--- config.mk ---
export PLATFORM = sky130hd
export DESIGN_NAME = m4i_arith
export DESIGN_NICKNAME = d
export VERILOG_FILES = /design/src/hdl/m4i_pkg.sv /design/src/hdl/m4i_arith.sv
export SDC_FILE = /design/constraint.sdc
export NUM_CORES = 2
export LEC_CHECK = 0
export BUFFER_PORTS_ARGS = -buffer_cell sky130_fd_sc_hd__buf_2
export CAP_MARGIN = 20
export CORE_MARGIN = 4
export CORE_UTILIZATION = 26
export DETAILED_ROUTE_END_ITERATION = 8
export GPL_TIMING_DRIVEN = 0
export MAX_ROUTING_LAYER = met4
export PLACE_DENSITY = 0.38
export SYNTH_ARGS = -nofsm -noshare
export SYNTH_HDL_FRONTEND = slang
export SYNTH_SLANG_ARGS = --single-unit
--- constraint.sdc ---
create_clock -name i_clk -period 18.5 [get_ports i_clk]
set_input_delay 1.85 -clock i_clk [delete_from_list [all_inputs] [get_ports i_clk]]
set_output_delay 1.85 -clock i_clk [all_outputs]
set_load 0.01 [all_outputs]
--- src/hdl/m4i_pkg.sv ---
`timescale 1ns / 1ps
`default_nettype none
// ----------------------------------------------------------------------------
// m4i_pkg
// shared types and constants for the gauss-jordan 4x4 matrix inverse unit
// ----------------------------------------------------------------------------
package m4i_pkg;

    localparam int DIMENSION_DEF     = 4;
    localparam int FRACTION_BITS_DEF = 16;
    localparam int VALUE_W           = 32;
    localparam int INDEX_W           = 4;

    typedef struct packed {
        logic signed [VALUE_W-1:0] element_value;
        logic [INDEX_W-1:0]        element_index;
    } t_in_item;

    typedef struct packed {
        logic signed [VALUE_W-1:0] inverse_value;
        logic [INDEX_W-1:0]        inverse_index;
        logic                      last_element;
        logic                      singular;
    } t_out_item;

    typedef enum logic {
        OP_DIV,
        OP_MULSUB
    } t_op;

    typedef struct packed {
        logic start;
        t_op  op;
    } t_arith_req;

    typedef enum logic [2:0] {
        A_IDLE,
        A_DIV,
        A_DIV_FIN,
        A_MUL1,
        A_MUL2,
        A_SUB
    } t_arith_state;

    typedef enum logic [4:0] {
        ST_LOAD,
        ST_COPY_RD,
        ST_COPY_WR,
        ST_PIV_RD,
        ST_PIV_CHK,
        ST_NRM_RD,
        ST_NRM_W,
        ST_NRM_W_WT,
        ST_NRM_I,
        ST_NRM_I_WT,
        ST_ELIM_SEL,
        ST_ELIM_F,
        ST_ELIM_RD,
        ST_ELIM_W,
        ST_ELIM_W_WT,
        ST_ELIM_I,
        ST_ELIM_I_WT,
        ST_OUT_RD,
        ST_OUT
    } t_seq_state;

endpackage
`default_nettype wire

--- src/hdl/m4i_arith.sv ---
`timescale 1ns / 1ps
`default_nettype none
// ----------------------------------------------------------------------------
// m4i_arith
// shared fixed-point unit: restoring divide, multiply-subtract, saturation
// ----------------------------------------------------------------------------
module m4i_arith #(
    parameter int FRACTION_BITS = m4i_pkg::FRACTION_BITS_DEF
) (
    input  logic                 i_clk,
    input  logic                 i_rst_n,
    input  m4i_pkg::t_arith_req  i_req,
    input  logic [31:0]          i_a,
    input  logic [31:0]          i_b,
    input  logic [31:0]          i_f,
    output logic                 o_done,
    output logic [31:0]          o_result
);
    import m4i_pkg::*;

    localparam int QW = VALUE_W + FRACTION_BITS;
    localparam int CW = $clog2(QW + 1);

    t_arith_state        r_state, n_state;
    logic [VALUE_W-1:0]  r_a, r_b, r_f;
    logic [QW-1:0]       r_num, r_q;
    logic [VALUE_W-1:0]  r_rem, r_den;
    logic [CW-1:0]       r_cnt;
    logic                r_neg;
    logic signed [63:0]  r_prod;
    logic [VALUE_W-1:0]  r_t, r_res;
    logic                r_done;

    logic [VALUE_W:0]    trial;
    logic                fits;
    logic [63:0]         prod_mag;

    function automatic logic [31:0] mag32(input logic [31:0] v);
        return v[31] ? (~v + 32'd1) : v;
    endfunction

    // clamp a magnitude with sign into the signed 32-bit range
    function automatic logic [31:0] sat_mag(input logic [63:0] m, input logic neg);
        if (neg) begin
            if (m > 64'h0000_0000_8000_0000) return 32'h8000_0000;
            return ~m[31:0] + 32'd1;
        end
        if (m > 64'h0000_0000_7FFF_FFFF) return 32'h7FFF_FFFF;
        return m[31:0];
    endfunction

    function automatic logic [31:0] sub_sat(input logic [31:0] a, input logic [31:0] t);
        logic [32:0] d;
        d = {a[31], a} - {t[31], t};
        if (d[32] != d[31]) return d[32] ? 32'h8000_0000 : 32'h7FFF_FFFF;
        return d[31:0];
    endfunction

    assign trial    = {r_rem, r_num[QW-1]};
    assign fits     = trial >= {1'b0, r_den};
    assign prod_mag = r_prod[63] ? (~r_prod + 64'sd1) : r_prod;

    always_ff @(posedge i_clk) begin
        if (!i_rst_n) begin
            r_state <= A_IDLE;
        end else begin
            r_state <= n_state;
        end
    end

    always_comb begin
        n_state = r_state;
        case (r_state)
            A_IDLE: begin
                if (i_req.start) n_state = (i_req.op == OP_DIV) ? A_DIV : A_MUL1;
            end
            A_DIV: begin
                if (r_cnt == CW'(QW - 1)) n_state = A_DIV_FIN;
            end
            A_DIV_FIN: n_state = A_IDLE;
            A_MUL1:    n_state = A_MUL2;
            A_MUL2:    n_state = A_SUB;
            A_SUB:     n_state = A_IDLE;
            default:   n_state = A_IDLE;
        endcase
    end

    always_ff @(posedge i_clk) begin
        if (!i_rst_n) begin
            r_done <= 1'b0;
        end else begin
            r_done <= (r_state == A_DIV_FIN) || (r_state == A_SUB);
        end
    end

    always_ff @(posedge i_clk) begin
        case (r_state)
            A_IDLE: begin
                if (i_req.start) begin
                    r_a   <= i_a;
                    r_b   <= i_b;
                    r_f   <= i_f;
                    r_num <= {mag32(i_a), FRACTION_BITS'(0)};
                    r_den <= mag32(i_b);
                    r_rem <= '0;
                    r_q   <= '0;
                    r_cnt <= '0;
                    r_neg <= i_a[31] ^ i_b[31];
                end
            end
            A_DIV: begin
                r_num <= r_num << 1;
                r_q   <= {r_q[QW-2:0], fits};
                r_rem <= fits ? VALUE_W'(trial - {1'b0, r_den}) : trial[VALUE_W-1:0];
                r_cnt <= r_cnt + CW'(1);
            end
            A_DIV_FIN: r_res  <= sat_mag(64'(r_q), r_neg);
            A_MUL1:    r_prod <= $signed(r_b) * $signed(r_f);
            A_MUL2:    r_t    <= sat_mag(prod_mag >> FRACTION_BITS, r_prod[63]);
            A_SUB:     r_res  <= sub_sat(r_a, r_t);
            default: begin
            end
        endcase
    end

    assign o_done   = r_done;
    assign o_result = r_res;

`ifndef ASSERT_OFF
    a_start_idle: assert property (@(posedge i_clk) disable iff (!i_rst_n)
        i_req.start |-> r_state == A_IDLE)
        else $error("arith start while busy");
    a_done_pulse: assert property (@(posedge i_clk) disable iff (!i_rst_n)
        o_done |=> !o_done)
        else $error("done longer than one cycle");
    a_rem_bound: assert property (@(posedge i_clk) disable iff (!i_rst_n)
        (r_state == A_DIV) && (r_cnt != '0) |-> r_rem < r_den)
        else $error("partial remainder not below divisor");
`endif

endmodule
`default_nettype wire

==> results.env <==
POST_CTS_RESIZED=0
POST_SYNTHESIS_NET_COUNT=7305
REG2REG_DEPTH=29
CORE_REGION_AREA_UM2=217600
ASYNCSETRESETFLOPFRACSYNTH_PCT=0
DR.PASS1.ITERS=5
SYNTH.MUX.AREA_FRACTION_PCT=0.3406
SLEW_VIOLATIONS=0
SYNTH_TOP_FAMILY_BY_AREA='adder cells'
ANTENNA_FOUND_INITIAL=40
LAYOUT_WORST_PATH_CYCLE_SHARE_PCT=56.77
VIA_PER_INST=4.668
CLOCK_INSERTION_DELAY_WORST_SKEW_NS=0.70
YOSYSWARNINGS=0
HOLD_BUFFER_COUNT_AT_CTS=0
DP_HPWL_UM=190300
CELLS_AFTER_SYNTH=5867
GRT_PASS1_WL_UM=330200
CRITPATHREQUIREDTIME_NS=19.03
FINAL-INSTANCE-COUNT-EXCL-FILL=9021
CTS.SINK_COUNT=378
NUM-FILL-CELLS=23160
PLACE.PORT_BUFFERS=132
ENDPOINT_KIND='register'
HOLD_PATH_STARTPOINT='r_num[24]'
SYNTH.AVG_CELL_AREA_UM2=9.706
TIMING.FINAL.WS_SETUP_NS=7.998
SYNTH.CELLS.MOST_FREQUENT='sky130_fd_sc_hd__inv_1, sky130_fd_sc_hd__fa_1, sky130_fd_sc_hd__nand2_1, sky130_fd_sc_hd__and2_1, sky130_fd_sc_hd__edfxtp_1'
TIMING.FMAX_GHz=0.09522
DRTITER0DRC=3401
SYNTH_CELL_TYPE_COUNT=83
POST_ROUTE_CELLS_DRIVE_ABOVE_1_SHARE_PCT=5.041
GP_CONGESTION=0.9143
R2R-START='r_b[19]'
GRT_START_MAX_NET_PINS=60
CRITPATHLAUNCHTYPE='register'
POST_SYNTH_AND_OR_NAND_NOR_AREA_FRACTION_PCT=15.76
GRT_USE_TOTAL_PCT=20.93
Y_DIMENSION_OF_THE_DIE_UM=476.0
INITIAL_STANDARD_CELL_UTILIZATION_OF_THE_CORE_PCT=26.17
IOPINCOUNT=133
DR_TOTAL_VIAS=42110
GRT.OVERFLOW.TOTAL=0
PRECTSSETUPSLACK_NS=7.869
FINALWORSTPATHREQUIREDPERIOD_NS=10.50
SETUP.WORST_PATH.CLASS='reg2reg'
PLACEMENTROWS=171
TIMING.CRITICAL_PATH.MODE_CELL='sky130_fd_sc_hd__fa_1'
COMPLEX_GATE_FRACTION_OF_THE_SYNTHESIZED_AREA_PCT=7.787
WL_PER_CELL_UM=25.34
ANT_NETS=0
OUTCOME='finished clean'
SKEW_NS=0.04421
SEQ_AREA_FRAC_SYNTH_PCT=19.86
MAX-SLEW-MARGIN-REL_PCT=13.26
PLACEDINSTANCEAREA_UM2=61940
CRITICAL_PATH_PEAK_FANOUT=10
FINALNETCOUNT=7548
BIGGEST_AREA_CONSUMER_AMONG_SYNTHESIZED_CELLS='sky130_fd_sc_hd__fa_1'
SYNTHTOPCELLSBYAREA='sky130_fd_sc_hd__fa_1, sky130_fd_sc_hd__edfxtp_1, sky130_fd_sc_hd__inv_1, sky130_fd_sc_hd__and2_1, sky130_fd_sc_hd__ha_1'
MAX_CAP_VIOLATIONS=0
POSTLAYOUTCOREUTIL_PCT=29.27
PLACE.DETAILED.INSTANCES=8908
SYNTHTOLAYOUTAREAGROWTH_PCT=11.86
MASTER_CELL_OF_THE_CLOCK_ROOT_BUFFER='sky130_fd_sc_hd__clkbuf_16'
CP.ARRIVAL_NS=11.03
VIA_COUNT_OF_THE_FIRST_GLOBAL_ROUTING_PASS=45480
SYNTH_TOP_AREA_SHARE_PCT=38.11
POST_CTS_BUFFERS=0
DIE_X_UM=476.0
RSZ0062_AT_GRT='false'
CRIT_START='r_b[19]'
ROUTE.DETAILED.DRC=0
SETUP_VIOL=0
PRIMARY_FLIP_FLOP_CELL_CHOSEN_BY_SYNTHESIS_MAPPING='sky130_fd_sc_hd__edfxtp_1'
DIEAREA_UM2=226600
SYNTHXORXNORAREAFRAC_PCT=2.969
MAX_SLEW.WORST_PIN.SLEW_NS=1.301
POST-SYNTH-TOP-COUNT-CELL='sky130_fd_sc_hd__inv_1'
FINALHOLDVIOLCOUNT=0
POST-ROUTE-CELL-AREA_UM2=63690
HOLDPATHSTAGES=2
SYNTH_ADDER_AREA_SHARE_PCT=43.69
PATH_CLK_SLEW_NS=0.07
TRITONCTS='yes'
MAX_STAGE_DELAY_NS=0.92
MIN-DELAY-PATH-CLASS='reg2reg'
CRITICAL_PATH.SLOWEST_CELL='sky130_fd_sc_hd__clkbuf_1'
YS_FF_LATCH=378
SYNTH-EDFF-COUNT=374
CLOCK_BUFFERS_CREATED_BY_TRITONCTS=51
NETLIST_AREA_UM2=56940
POSTROUTEWIRELENGTH_UM=228600
CTS_MAX_LEVEL=2
CLK_PATH_BUF_DEPTH=3
-- state kept, by name (all words and copies together), names as in the netlist --
signal and count:
o_done 1, r_state 3, r_prod 64, r_q 48, o_result 32, r_f 32
r_neg 1, r_b 32, r_cnt 6, r_num 32, r_den 31, r_rem 32
r_t 32, r_a 32
-- logic make-up after synthesis --
kind of cell / count (synthesis)
buf+inv: 1449
compound gates: 701
flops: 378
mux: 19
fa+ha+maj: 1338
xor+xnor: 193
simple gates: 1789
-- layout make-up --
type | instances | area [um^2] | area share, %
Sequential cell | 378 | 11310 | 17.76
Clock buffer | 60 | 1310 | 2.057
Inverter | 1172 | 4399 | 6.907
Timing Repair Buffer | 190 | 1430 | 2.245
Buffer | 277 | 1062 | 1.668
Antenna cell | 18 | 45.04 | 0.07072
Clock inverter | 32 | 365.4 | 0.5736
Tap cell | 2854 | 3571 | 5.606
Multi-Input combinational cell | 4040 | 40200 | 63.12
-- cells in the final DEF (no fill, tap or decap), types with 20 or more instances in the layout --
cell type / instances
sky130_fd_sc_hd__a31oi_1: 22
sky130_fd_sc_hd__inv_1: 1171
sky130_fd_sc_hd__nand2b_1: 42
sky130_fd_sc_hd__a21oi_1: 225
sky130_fd_sc_hd__fa_1: 1084
sky130_fd_sc_hd__buf_8: 23
sky130_fd_sc_hd__clkbuf_1: 278
sky130_fd_sc_hd__o21a_1: 30
sky130_fd_sc_hd__clkbuf_16: 51
sky130_fd_sc_hd__nand2_1: 678
sky130_fd_sc_hd__a21o_1: 73
sky130_fd_sc_hd__edfxtp_1: 374
sky130_fd_sc_hd__nor2_1: 212
sky130_fd_sc_hd__xnor2_1: 113
sky130_fd_sc_hd__nor3_1: 52
sky130_fd_sc_hd__o31ai_1: 43
sky130_fd_sc_hd__nand4_1: 26
sky130_fd_sc_hd__or3_1: 27
sky130_fd_sc_hd__xor2_1: 80
sky130_fd_sc_hd__nor2b_1: 20
sky130_fd_sc_hd__buf_4: 20
sky130_fd_sc_hd__and2_1: 572
sky130_fd_sc_hd__o41ai_1: 23
sky130_fd_sc_hd__nand3_1: 43
sky130_fd_sc_hd__ha_1: 254
sky130_fd_sc_hd__o21ai_0: 152
sky130_fd_sc_hd__buf_2: 135
sky130_fd_sc_hd__nor4_1: 24
-- critical path, delay by kind of cell (launching register included) --
kind                     cells  cell delay, ns
adder cells (fa/ha/maj)      9            4.70
buffers and inverters        8            1.79
AND/OR/NAND/NOR              6            1.43
AO/OA/AOI/OAI                5            1.42
flip-flops                   1            0.77
XOR/XNOR                     1            0.21
-- stage by stage --
stage                     setup TNS [ns]  hold WS, ns
final                                  0       0.4948
after global routing                   0       0.5176
after CTS                              0       0.4827
after detailed placement               0       0.5193
after global placement          -2295.41       0.5038
after floorplan                        0       0.4946
-- per-layer routing --
layer / wire length, um / part of all wire [%] / GRT usage (%) / up-vias
met3: 15250 / 6.7 / 3.548 / 224
li1: - / - / - / 18760
met4: 5515 / 2.4 / 4.232 / 0
met2: 108500 / 47 / 34.51 / 1252
met5: 0 / 0 / - / -
met1: 99290 / 43 / 27.16 / 21880
-- final timing paths --
kind                                   end  slack (ns)
worst max register to register  r_prod[61]        8.00
worst min register to register   r_num[25]        0.49
worst max-delay path            r_prod[61]        8.00
worst min-delay path             r_num[25]        0.49
Power is left out: the tool's default activity adds up to more than one toggle a clock period on the data nets, which glitch-free logic cannot reach.
